**src/hdl/ptst_pkg.sv**
```systemverilog
`default_nettype none
package ptst_pkg;

  localparam int TIME_W = 10;
  localparam int SLOT_W = 4;
  localparam int OP_W   = 2;

  localparam logic [TIME_W-1:0] FRAME = TIME_W'(1000);

  localparam logic [OP_W-1:0] OP_CREATE = 2'd0;
  localparam logic [OP_W-1:0] OP_TICK   = 2'd1;
  localparam logic [OP_W-1:0] OP_FORCE  = 2'd2;
  localparam logic [OP_W-1:0] OP_UNUSED = 2'd3;

  // one task slot as held by a cell
  typedef struct packed {
    logic              in_use;
    logic [TIME_W-1:0] due;
    logic [TIME_W-1:0] period;
  } slot_t;

  // one result beat
  typedef struct packed {
    logic              fired;
    logic [SLOT_W-1:0] slot;
    logic              full;
  } res_t;

  // fold a 10-bit value into the frame
  function automatic logic [TIME_W-1:0] fold_frame(input logic [TIME_W-1:0] v);
    fold_frame = (v >= FRAME) ? v - FRAME : v;
  endfunction

endpackage
`default_nettype wire

```
**src/hdl/ptst_cell.sv**
```systemverilog
`default_nettype none
module ptst_cell (
  input  wire                  clk,
  input  wire                  rst_n,
  input  wire                  shift,
  input  wire  ptst_pkg::slot_t d,
  output ptst_pkg::slot_t      q
);
  import ptst_pkg::*;

  slot_t slot_r;

  // take the neighbor's slot on every scan step
  always_ff @(posedge clk) begin
    if (!rst_n) begin
      slot_r <= '0;
    end else if (shift) begin
      slot_r <= d;
    end
  end

  assign q = slot_r;

endmodule
`default_nettype wire

```
**src/hdl/ptst_eval.sv**
```systemverilog
`default_nettype none
module ptst_eval (
  input  wire  [ptst_pkg::OP_W-1:0]   op,
  input  wire  [ptst_pkg::TIME_W-1:0] now,
  input  wire  [ptst_pkg::TIME_W-1:0] new_period,
  input  wire                         claim_ok,
  input  wire  ptst_pkg::slot_t       cur,
  output ptst_pkg::slot_t             upd,
  output logic                        hit
);
  import ptst_pkg::*;

  logic [TIME_W:0] sum;

  assign sum = {1'b0, cur.due} + {1'b0, cur.period};

  // decide on the slot at the head of the ring and compute its new value
  always_comb begin
    upd = cur;
    hit = 1'b0;
    unique case (op)
      OP_CREATE: begin
        if (!cur.in_use && claim_ok) begin
          hit        = 1'b1;
          upd.in_use = 1'b1;
          upd.due    = fold_frame(now);
          upd.period = fold_frame(new_period);
        end
      end
      OP_TICK: begin
        if (cur.in_use && (cur.due <= now)) begin
          hit = 1'b1;
          if (cur.period == '0) begin
            upd.in_use = 1'b0;
            upd.due    = '0;
          end else if (sum >= {1'b0, FRAME}) begin
            upd.due = TIME_W'(sum - {1'b0, FRAME});
          end else begin
            upd.due = sum[TIME_W-1:0];
          end
        end
      end
      OP_FORCE: begin
        hit = cur.in_use;
      end
      default: begin
        hit = 1'b0;
      end
    endcase
  end

endmodule
`default_nettype wire

```
**src/hdl/periodic_task_slot_timer.sv**
```systemverilog
// Periodic task slot timer: a ring of SLOTS cells rotated past one evaluator.
// A create, tick or force beat is accepted in idle, scans SLOTS slots (one slot
// per cycle unless a new hit meets a held result and a busy output) and flushes.
// A result is held until the next firing slot is scanned and shows in the cycle
// after; the last result shows after the flush. Opcode 3 is taken and ignored.
// Reset (synchronous, rst_n low) empties every slot.
`default_nettype none
module periodic_task_slot_timer #(
  parameter int SLOTS = 16
) (
  input  wire         clk,
  input  wire         rst_n,
  input  wire         in_tvalid,
  output logic        in_tready,
  input  wire  [23:0] in_tdata,   // [9:0] local_time, [19:10] period, zero pad
  input  wire  [1:0]  in_tuser,   // [1:0] opcode
  output logic        out_tvalid,
  input  wire         out_tready,
  output logic [7:0]  out_tdata,  // [3:0] slot, zero pad
  output logic [1:0]  out_tuser,  // [0] fired, [1] table_full
  output logic        out_tlast
);
  import ptst_pkg::*;

  localparam int IW = (SLOTS > 1) ? $clog2(SLOTS) : 1;

  localparam logic [1:0] ST_IDLE  = 2'd0;
  localparam logic [1:0] ST_SCAN  = 2'd1;
  localparam logic [1:0] ST_FLUSH = 2'd2;

  logic [1:0]        state_r, state_nxt;
  logic [IW-1:0]     cnt_r, cnt_nxt;
  logic [OP_W-1:0]   op_r;
  logic [TIME_W-1:0] time_r;
  logic [TIME_W-1:0] per_r;
  logic              pend_v_r, pend_v_nxt;
  res_t              pend_r, pend_nxt;
  logic              out_v_r, out_v_nxt;
  res_t              out_r, out_nxt;
  logic              out_last_r, out_last_nxt;

  slot_t             q [SLOTS];
  slot_t             d [SLOTS];
  slot_t             upd;
  logic              hit;
  logic              out_busy;
  logic              stall;
  logic              step;
  logic              scan_end;
  logic [SLOT_W-1:0] slot_idx;

  // ring of slot cells; the head slot goes back in at the tail, updated
  for (genvar i = 0; i < SLOTS; i++) begin : g_ring
    if (i == SLOTS - 1) begin : g_tail
      assign d[i] = upd;
    end else begin : g_mid
      assign d[i] = q[i+1];
    end
    ptst_cell u_cell (
      .clk   (clk),
      .rst_n (rst_n),
      .shift (step),
      .d     (d[i]),
      .q     (q[i])
    );
  end

  ptst_eval u_eval (
    .op         (op_r),
    .now        (time_r),
    .new_period (per_r),
    .claim_ok   (!pend_v_r),
    .cur        (q[0]),
    .upd        (upd),
    .hit        (hit)
  );

  // slot index masked to the result field
  if (IW >= SLOT_W) begin : g_idx_wide
    assign slot_idx = cnt_r[SLOT_W-1:0];
  end else begin : g_idx_narrow
    assign slot_idx = {{(SLOT_W-IW){1'b0}}, cnt_r};
  end

  assign out_busy = out_v_r && !out_tready;
  assign stall    = hit && pend_v_r && out_busy;
  assign step     = (state_r == ST_SCAN) && !stall;
  assign scan_end = (cnt_r == IW'(SLOTS - 1));

  // sequencer, held result and output register
  always_comb begin
    state_nxt    = state_r;
    cnt_nxt      = cnt_r;
    pend_v_nxt   = pend_v_r;
    pend_nxt     = pend_r;
    out_v_nxt    = out_v_r && !out_tready;
    out_nxt      = out_r;
    out_last_nxt = out_last_r;
    unique case (state_r)
      ST_IDLE: begin
        if (in_tvalid && (in_tuser != OP_UNUSED)) begin
          state_nxt  = ST_SCAN;
          cnt_nxt    = '0;
          pend_v_nxt = 1'b0;
        end
      end
      ST_SCAN: begin
        if (step) begin
          cnt_nxt = cnt_r + 1'b1;
          if (hit) begin
            // a new hit pushes the held one out, not last
            if (pend_v_r) begin
              out_v_nxt    = 1'b1;
              out_nxt      = pend_r;
              out_last_nxt = 1'b0;
            end
            pend_v_nxt    = 1'b1;
            pend_nxt.fired = (op_r != OP_CREATE);
            pend_nxt.slot  = slot_idx;
            pend_nxt.full  = 1'b0;
          end else if (scan_end && (op_r == OP_CREATE) && !pend_v_r) begin
            // no free slot found
            pend_v_nxt = 1'b1;
            pend_nxt   = '{fired: 1'b0, slot: '0, full: 1'b1};
          end
          if (scan_end) begin
            state_nxt = ST_FLUSH;
          end
        end
      end
      ST_FLUSH: begin
        if (!pend_v_r) begin
          state_nxt = ST_IDLE;
        end else if (!out_busy) begin
          out_v_nxt    = 1'b1;
          out_nxt      = pend_r;
          out_last_nxt = 1'b1;
          pend_v_nxt   = 1'b0;
          state_nxt    = ST_IDLE;
        end
      end
      default: begin
        state_nxt = ST_IDLE;
      end
    endcase
  end

  always_ff @(posedge clk) begin
    if (!rst_n) begin
      state_r  <= ST_IDLE;
      cnt_r    <= '0;
      pend_v_r <= 1'b0;
      out_v_r  <= 1'b0;
    end else begin
      state_r  <= state_nxt;
      cnt_r    <= cnt_nxt;
      pend_v_r <= pend_v_nxt;
      out_v_r  <= out_v_nxt;
    end
  end

  // payload registers
  always_ff @(posedge clk) begin
    pend_r     <= pend_nxt;
    out_r      <= out_nxt;
    out_last_r <= out_last_nxt;
    if (in_tvalid && in_tready) begin
      op_r   <= in_tuser;
      time_r <= in_tdata[TIME_W-1:0];
      per_r  <= in_tdata[2*TIME_W-1:TIME_W];
    end
  end

  assign in_tready  = (state_r == ST_IDLE);
  assign out_tvalid = out_v_r;
  assign out_tdata  = {4'd0, out_r.slot};
  assign out_tuser  = {out_r.full, out_r.fired};
  assign out_tlast  = out_last_r;

endmodule
`default_nettype wire
```
**config.mk**
```make
export PLATFORM = sky130hd
export DESIGN_NAME = periodic_task_slot_timer
export DESIGN_NICKNAME = d
export VERILOG_FILES = /design/src/hdl/ptst_pkg.sv /design/src/hdl/ptst_cell.sv /design/src/hdl/ptst_eval.sv /design/src/hdl/periodic_task_slot_timer.sv
export SDC_FILE = /design/constraint.sdc
export NUM_CORES = 1
export LEC_CHECK = 0
export BUFFER_PORTS_ARGS = -buffer_cell sky130_fd_sc_hd__buf_2
export CORE_MARGIN = 1.5
export CORE_UTILIZATION = 65
export CTS_CLUSTER_SIZE = 24
export DETAILED_ROUTE_END_ITERATION = 8
export GPL_TIMING_DRIVEN = 0
export PLACE_DENSITY = 0.84
export SLEW_MARGIN = 20
export SYNTH_ARGS = -nofsm -noshare
export SYNTH_HDL_FRONTEND = slang
export SYNTH_SLANG_ARGS = --single-unit
```
**constraint.sdc**
```tcl
create_clock -name clk -period 7.21 [get_ports clk]
set_clock_uncertainty 0.05 [all_clocks]
set_input_delay 0.3605 -clock clk [delete_from_list [all_inputs] [get_ports clk]]
set_output_delay 0.3605 -clock clk [all_outputs]
set_load 0.005 [all_outputs]
```
==> After elaboration in Yosys (flattened, before gate mapping) <==
Index checks and enable logic that the tools add are counted.
{ "totals": {"reg_bits": 379, "in_bits": 30, "wordCells": 159, "out_inout_bits": 13} }
{ "op_classes": {"muxes": 46, "order_cmp": 4, "reduce_logical": 27, "eq_ne": 15, "n_addsub": 5} }
{ "ops": {"columns": ["op", "count"], "rows": [
  ["$mux 10", 5],
  ["$mux 6", 7],
  ["$sub 10x10->10 const B", 3],
  ["$pmux 11 s2", 1],
  ["$mux 21", 1],
  ["$ge 10x10->1 const B", 2],
  ["$mux 1", 17],
  ["$ne 2x2->1 const B", 6],
  ["$pmux 6 s2", 1],
  ["$add 10x10->11", 1],
  ["$ge 11x10->1 const B", 1],
  ["$mux 11", 1],
  ["$le 10x10->1", 1],
  ["$logic_and 1x1->1", 10],
  ["$logic_not 10->1", 1],
  ["$mux 2", 5],
  ["$mux 4", 2],
  ["$pmux 4 s2", 1],
  ["$reduce_and 4->1", 2],
  ["$reduce_bool 2->1", 4],
  ["$pmux 1 s3", 2],
  ["$pmux 2 s3", 1],
  ["$reduce_and 3->1", 2],
  ["$reduce_and 6->1", 1],
  ["other kinds (11)", 19]
]} }

==> Longest topological paths before layout <==
{ "logic_depth": {"word_depth": 10, "depth_mapped": 12, "depth_no_buf": 11} }

==> By module <==
Synthesis repeated with hierarchy kept, for this count alone.
{ "hier_totals": {"hier_cells": 1467, "hier_area_um2": 16519.6} }
{ "by_module_without_submodules": {"columns": ["mod", "seq_area_each_um2", "area_per_inst_um2", "instances", "cells_each"], "rows": [
  ["ptst_cell", 420.4, 820.8, 16, 68],
  ["periodic_task_slot_timer", 1211.2, 1711.6, 1, 119],
  ["ptst_eval", 0.0, 1675.4, 1, 260]
]} }

==> Worst setup path after synthesis <==
No wires, ideal clock.
{ "synth_path": {"path_type": "register to register", "start": "register time_r[5]", "end": "register out_r (netlist bit out_tdata[0]), enable pin", "stages_incl_launch_ff": 11, "arrival_ns": 2.448, "setup_slack_ns": 4.329, "period_less_slack_ns": 2.881, "setup_ns": 0.383, "path_cell_list": "edfxtp_1 inv_1 ha_1 a21o_1 a21o_1 a221oi_2 a21oi_1 buf_6 nor2_1 nor2_1 a211oi_1"} }
{ "synth_between": {"elab_chain_cells": 10, "word_cells_on_any_way": 11, "classes_between": "order compare: 1; eq/ne: 2; mux: 2; reduce/logical: 6"} }
{ "synth_rtl": {"columns": ["element", "line_no", "rtl"], "rows": [
  ["start, declared", "periodic_task_slot_timer.sv:34", "logic [TIME_W-1:0] time_r;"],
  ["start signal, assigned", "periodic_task_slot_timer.sv:169", "time_r <= in_tdata[TIME_W-1:0];"],
  ["$le 10x10->1 (*)", "ptst_eval.sv:31", "if (cur.in_use && (cur.due <= now)) begin"],
  ["$logic_and 1x1->1 (*)", "ptst_eval.sv:31", null],
  ["$mux 1 (*)", "ptst_eval.sv:31", null],
  ["$pmux 1 s3 (*)", "ptst_eval.sv:21", "unique case (op)"],
  ["$logic_and 1x1->1 (2 in series)", "periodic_task_slot_timer.sv:86", "assign stall = hit && pend_v_r && out_busy;"],
  ["$logic_not 1->1", "periodic_task_slot_timer.sv:87", "assign step = (state_r == ST_SCAN) && !stall;"],
  ["$logic_and 1x1->1", "periodic_task_slot_timer.sv:87", null],
  ["$ne 2x1->1 (no line)", null, null],
  ["$reduce_and 6->1 (no line) (*)", null, null],
  ["end signal, assigned", "periodic_task_slot_timer.sv:165", "out_r <= out_nxt;"],
  ["end, declared", "periodic_task_slot_timer.sv:39", "res_t out_r, out_nxt;"]
]} }
Every way passes the cells marked *; elsewhere a longest branch is shown, timed or not.
A chain may end at the register's enable or synchronous reset.

==> Worst setup path in the final report <==
{ "layout_path": {"start": "register g_ring[0].u_cell.slot_r (netlist bit g_ring[0].u_cell.q[15])", "end": "register out_r (netlist bit out_tdata[1]), enable pin"} }
{ "layout_between": {"elab_chain_cells": 10, "word_cells_on_any_way": 11, "classes_between": "order compare: 1; eq/ne: 2; mux: 2; reduce/logical: 6"} }
{ "layout_rtl": {"columns": ["element", "line_no", "rtl"], "rows": [
  ["start, declared", "ptst_cell.sv:11", "slot_t slot_r;"],
  ["start signal, assigned", "ptst_cell.sv:16", "slot_r <= '0;"],
  ["start signal, assigned", "ptst_cell.sv:18", "slot_r <= d;"],
  ["$le 10x10->1 (*)", "ptst_eval.sv:31", null],
  ["$logic_and 1x1->1 (*)", "ptst_eval.sv:31", null],
  ["$mux 1 (*)", "ptst_eval.sv:31", null],
  ["$pmux 1 s3 (*)", "ptst_eval.sv:21", null],
  ["$logic_and 1x1->1 (2 in series)", "periodic_task_slot_timer.sv:86", null],
  ["$logic_not 1->1", "periodic_task_slot_timer.sv:87", null],
  ["$logic_and 1x1->1", "periodic_task_slot_timer.sv:87", null],
  ["$ne 2x1->1 (no line)", null, null],
  ["$reduce_and 6->1 (no line) (*)", null, null]
]} }
Marked as above.

==> results.py <==
metrics = {
    "worst_setup_path": {
        "end_kind": "flop",
        "crit_type": "reg -> reg",
        "cpPeakStageDelay_ns": 0.83,
        "reg2reg_depth": 9,
        "crit_arrival_ns": 3.49,
        "worstPathRequired_ns": 7.30,
        "path_max_fanout": 10,
        "r2r-start": "g_ring[0].u_cell.q[15]$_SDFFE_PN0P_",
        "crit_chain": "ha_1, a21o_1, a21o_1, a221oi_2, a21oi_1, buf_6, nor2_1, nor2_1, a211oi_1",
        "critPathLaunchType": "flop",
        "rrSetupSlack_ns": 3.81,
        "cpMaxStageDelayCell": "a211oi_1",
        "worstReg2RegEnd": "out_tdata[1]$_DFFE_PP_",
    },
    "yosys": {
        "synthMuxAreaShare_pct": 0.274,
        "synth_top_family_by_area": "simple AND/OR/NAND/NOR gates",
        "yosys.area_share.simple_pct": 20.3,
        "synth_cell_types": 72,
        "synthArstFlopShare_pct": 0,
        "synth-seq-area-share_pct": 52.7,
        "synth_fa_ha_area_share_pct": 2.46,
        "synth-xor-area-share_pct": 0.747,
        "synth_compound_area_share_pct": 18.9,
        "synthCells": 1779,
        "synth_area_mm2": 0.0151,
        "synthTopCellsByArea": "dfxtp_1 (46%), nand2_1 (17%), a21boi_1 (7.6%)",
        "syn_area_per_cell_um2": 8.47,
        "synth_ff_type": "dfxtp_1",
        "synth_edf_count": 35,
        "yosysTopAreaCellShare_pct": 45.7,
        "yosysWarnings": 0,
        "ys_seq_elements": 379,
        "yosys.area.top_type": "dfxtp_1",
    },
    "sta": {
        "min_period_ns": 3.40,
        "hold_violations": 0,
        "fin_crit_sh_pct": 47.2,
        "rsz0062_at_grt": "false",
        "slew_headroom_pct": 30.1,
        "finalSetupViolCount": 0,
        "maxSlewViolCount": 0,
        "setup-tns-final_ns": 0,
        "fmax_mhz": 294,
        "worstMarginPinSlew_ns": 1.05,
    },
    "layout": {
        "fin_area_mm2": 0.0171,
        "nets": 1938,
        "drive_gt1_share_pct": 9.79,
        "insertedDiodeCount": 0,
        "final_cell_count_no_fill": 2195,
        "syn_to_final_growth_pct": 13.7,
        "fillCellCount": 1580,
    },
    "floorplanning": {
        "core_mm2": 0.0227,
        "rows": 55,
        "dieArea_mm2": 0.0241,
        "die_h_um": 155,
        "io_pins": 43,
        "die_w_um": 155,
        "floorplan.initialDensity_pct": 66.4,
    },
    "place": {
        "finalWeightedCongestion": 0.979,
        "placed_area_mm2": 0.0156,
        "io_buffers": 34,
        "dp.cells": 2101,
        "dp_hpwl_um": 26900,
    },
    "run_status": {
        "status": "completed",
    },
    "clocking": {
        "clock_path_buffers": 3,
        "insertion_delay_ns": 0.53,
        "root_buffer": "clkbuf_16",
        "cts-buffers-inserted": 39,
        "clk_pin_slew_ns": 0.06,
        "cts.sinks": 379,
        "cts_tree": "done",
        "htree_levels": 2,
    },
    "power_and_ir_drop": {
        "p_per_area_mw_per_mm2": 372,
        "leakage_nw": 6.07,
        "ir_drop_uv": 207,
    },
    "drt": {
        "first_pass_iters": 5,
        "wl_per_cell_um": 17.4,
        "dr_total_vias": 12756,
        "drt-initial-drc-count": 1055,
        "wl_um": 38200,
        "postRouteAntennaNets": 0,
        "drc": 0,
        "via_per_inst": 5.81,
    },
    "global_route": {
        "antenna_found_initial": 1,
        "grt_pass1_wl_um": 60400,
        "grt.total_usage_pct": 31.8,
        "grt_pass1_vias": 12177,
        "overflow": 0,
        "grt_max_degree": 23,
    },
    "worst_hold_path": {
        "hold_end": "out_tvalid$_SDFF_PN0_",
        "hp-start": "out_tready",
        "min_path_cells": 3,
        "min_path_type": "in -> reg",
    },
    "run": {
        "maxCapViolations": 0,
    },
}
==> cell type report <==
| cell class | instances | area [um2] | area share, % |
|---|---|---|---|
| buffer | 126 | 621 | 3.62 |
| clock buffer | 50 | 1080 | 6.30 |
| clock inverter | 22 | 228 | 1.33 |
| inverter | 22 | 82.6 | 0.482 |
| multi-input combinational | 1255 | 6440 | 37.6 |
| sequential | 379 | 7940 | 46.3 |
| tap | 285 | 357 | 2.08 |
| timing repair buffer | 56 | 390 | 2.28 |
==> report_power, final <==
group / switching (mW) / total, mW / internal, mW
sequential: 0.111 / 2.39 / 2.28
clock: 0.829 / 2.04 / 1.21
combinational: 1.47 / 1.94 / 0.466
==> through the flow <==
stage	power [mW]	worst slack, ns	hold slack (ns)	util, %
floorplan	3.72	4.33	0.350	-
global placement	4.26	3.95	0.351	68.7
detailed placement	4.29	3.87	0.355	68.7
CTS	6.33	3.82	0.0879	75.5
global route	6.64	3.56	0.102	75.5
finish	6.37	3.81	0.0873	75.5
==> cell families (layout without fill, tap and decap cells) <==
group	Yosys count	in the layout
compound gates	436	436
xor+xnor	12	12
fa+ha+maj	29	29
buf+inv	148	276
flops	379	379
mux	4	4
other cells	1	4
simple gates	770	770
==> timing repair <==
action / 4_1_cts / 5_1_grt
hold buffers: 22 / 0
resized for setup: 0 / 0
endpoints found under the hold margin: 22 / 0
setup buffers: 0 / 0
==> routing by layer <==
layer	share of wire (%)	up-vias	wire length (um)	track usage, %
met5	0.034	-	13	0
met4	4.3	2	1630	14.7
met3	8.5	134	3260	7.35
met1	42	6005	16200	41.1
met2	45	477	17200	50.8
li1	-	6138	-	-
==> critical path, delay by kind of cell (launching register included) <==
kind | cells | cell delay, ns
fa+ha+maj | 1 | 0.31
simple gates | 2 | 0.40
flops | 1 | 0.48
compound gates | 5 | 1.61
buf+inv | 1 | 0.17
==> Yosys cell counts (3+ instances only) <==
cell,instances
a222oi_1,3
buf_2,68
nor3_1,7
nor2_1,32
a21o_1,6
xnor2_1,8
nand2_1,672
o31ai_1,4
mux2i_1,3
a221oi_1,6
nor4_1,5
nand3_1,17
a311oi_1,5
clkbuf_1,49
nand2b_1,6
a21oi_1,189
a211oi_1,6
o2111ai_1,3
o221a_2,3
nor3b_1,4
a21boi_1,153
edfxtp_1,35
o211ai_1,6
or2_1,3
a211o_1,3
ha_1,28
o21ai_0,20
nor2b_1,8
buf_4,4
xor2_1,3
inv_1,22
dfxtp_1,344
clkbuf_8,4
==> cell usage in the layout (no fill, tap or decap), types with 6 or more instances in the layout <==
cell type,netlist,routed
edfxtp_1,35,35
a221oi_1,6,6
ha_1,28,28
nand2b_1,6,6
nand3_1,17,17
a21o_1,6,6
nor2_1,32,32
a21oi_1,189,189
clkinv_2,0,11
clkbuf_16,0,41
nor3_1,7,7
o21ai_0,20,20
o211ai_1,6,6
clkbuf_8,4,6
buf_2,68,102
nand2_1,672,672
a211oi_1,6,6
dlygate4sd3_1,0,22
inv_1,22,22
xnor2_1,8,8
a21boi_1,153,153
clkbuf_1,49,56
nor2b_1,8,8
dfxtp_1,344,344
==> worst max path at each step <==
stage,startpoint,cells after the start,endpoint
after global routing,g_ring[0].u_cell.q[15]$_SDFFE_PN0P_,9,out_tuser[0]$_DFFE_PP_
final,g_ring[0].u_cell.q[15]$_SDFFE_PN0P_,9,out_tdata[1]$_DFFE_PP_
after CTS,g_ring[0].u_cell.q[15]$_SDFFE_PN0P_,9,out_tdata[1]$_DFFE_PP_
after global placement,time_r[5]$_DFFE_PP_,10,out_tdata[0]$_DFFE_PP_
after floorplan,time_r[5]$_DFFE_PP_,10,out_tdata[0]$_DFFE_PP_
after detailed placement,g_ring[0].u_cell.q[15]$_SDFFE_PN0P_,9,out_tdata[0]$_DFFE_PP_
==> flip-flops by register name, summed over array words and instances, names as in the netlist <==
register	count
per_r	10
out_tdata	4
out_tuser	2
pend_v_r	1
state_r	2
cnt_r	4
time_r	10
pend_r	6
out_tvalid	1
out_tlast	1
g_ring.u_cell.q	336
op_r	2
Power figures use the tool's default switching activity.
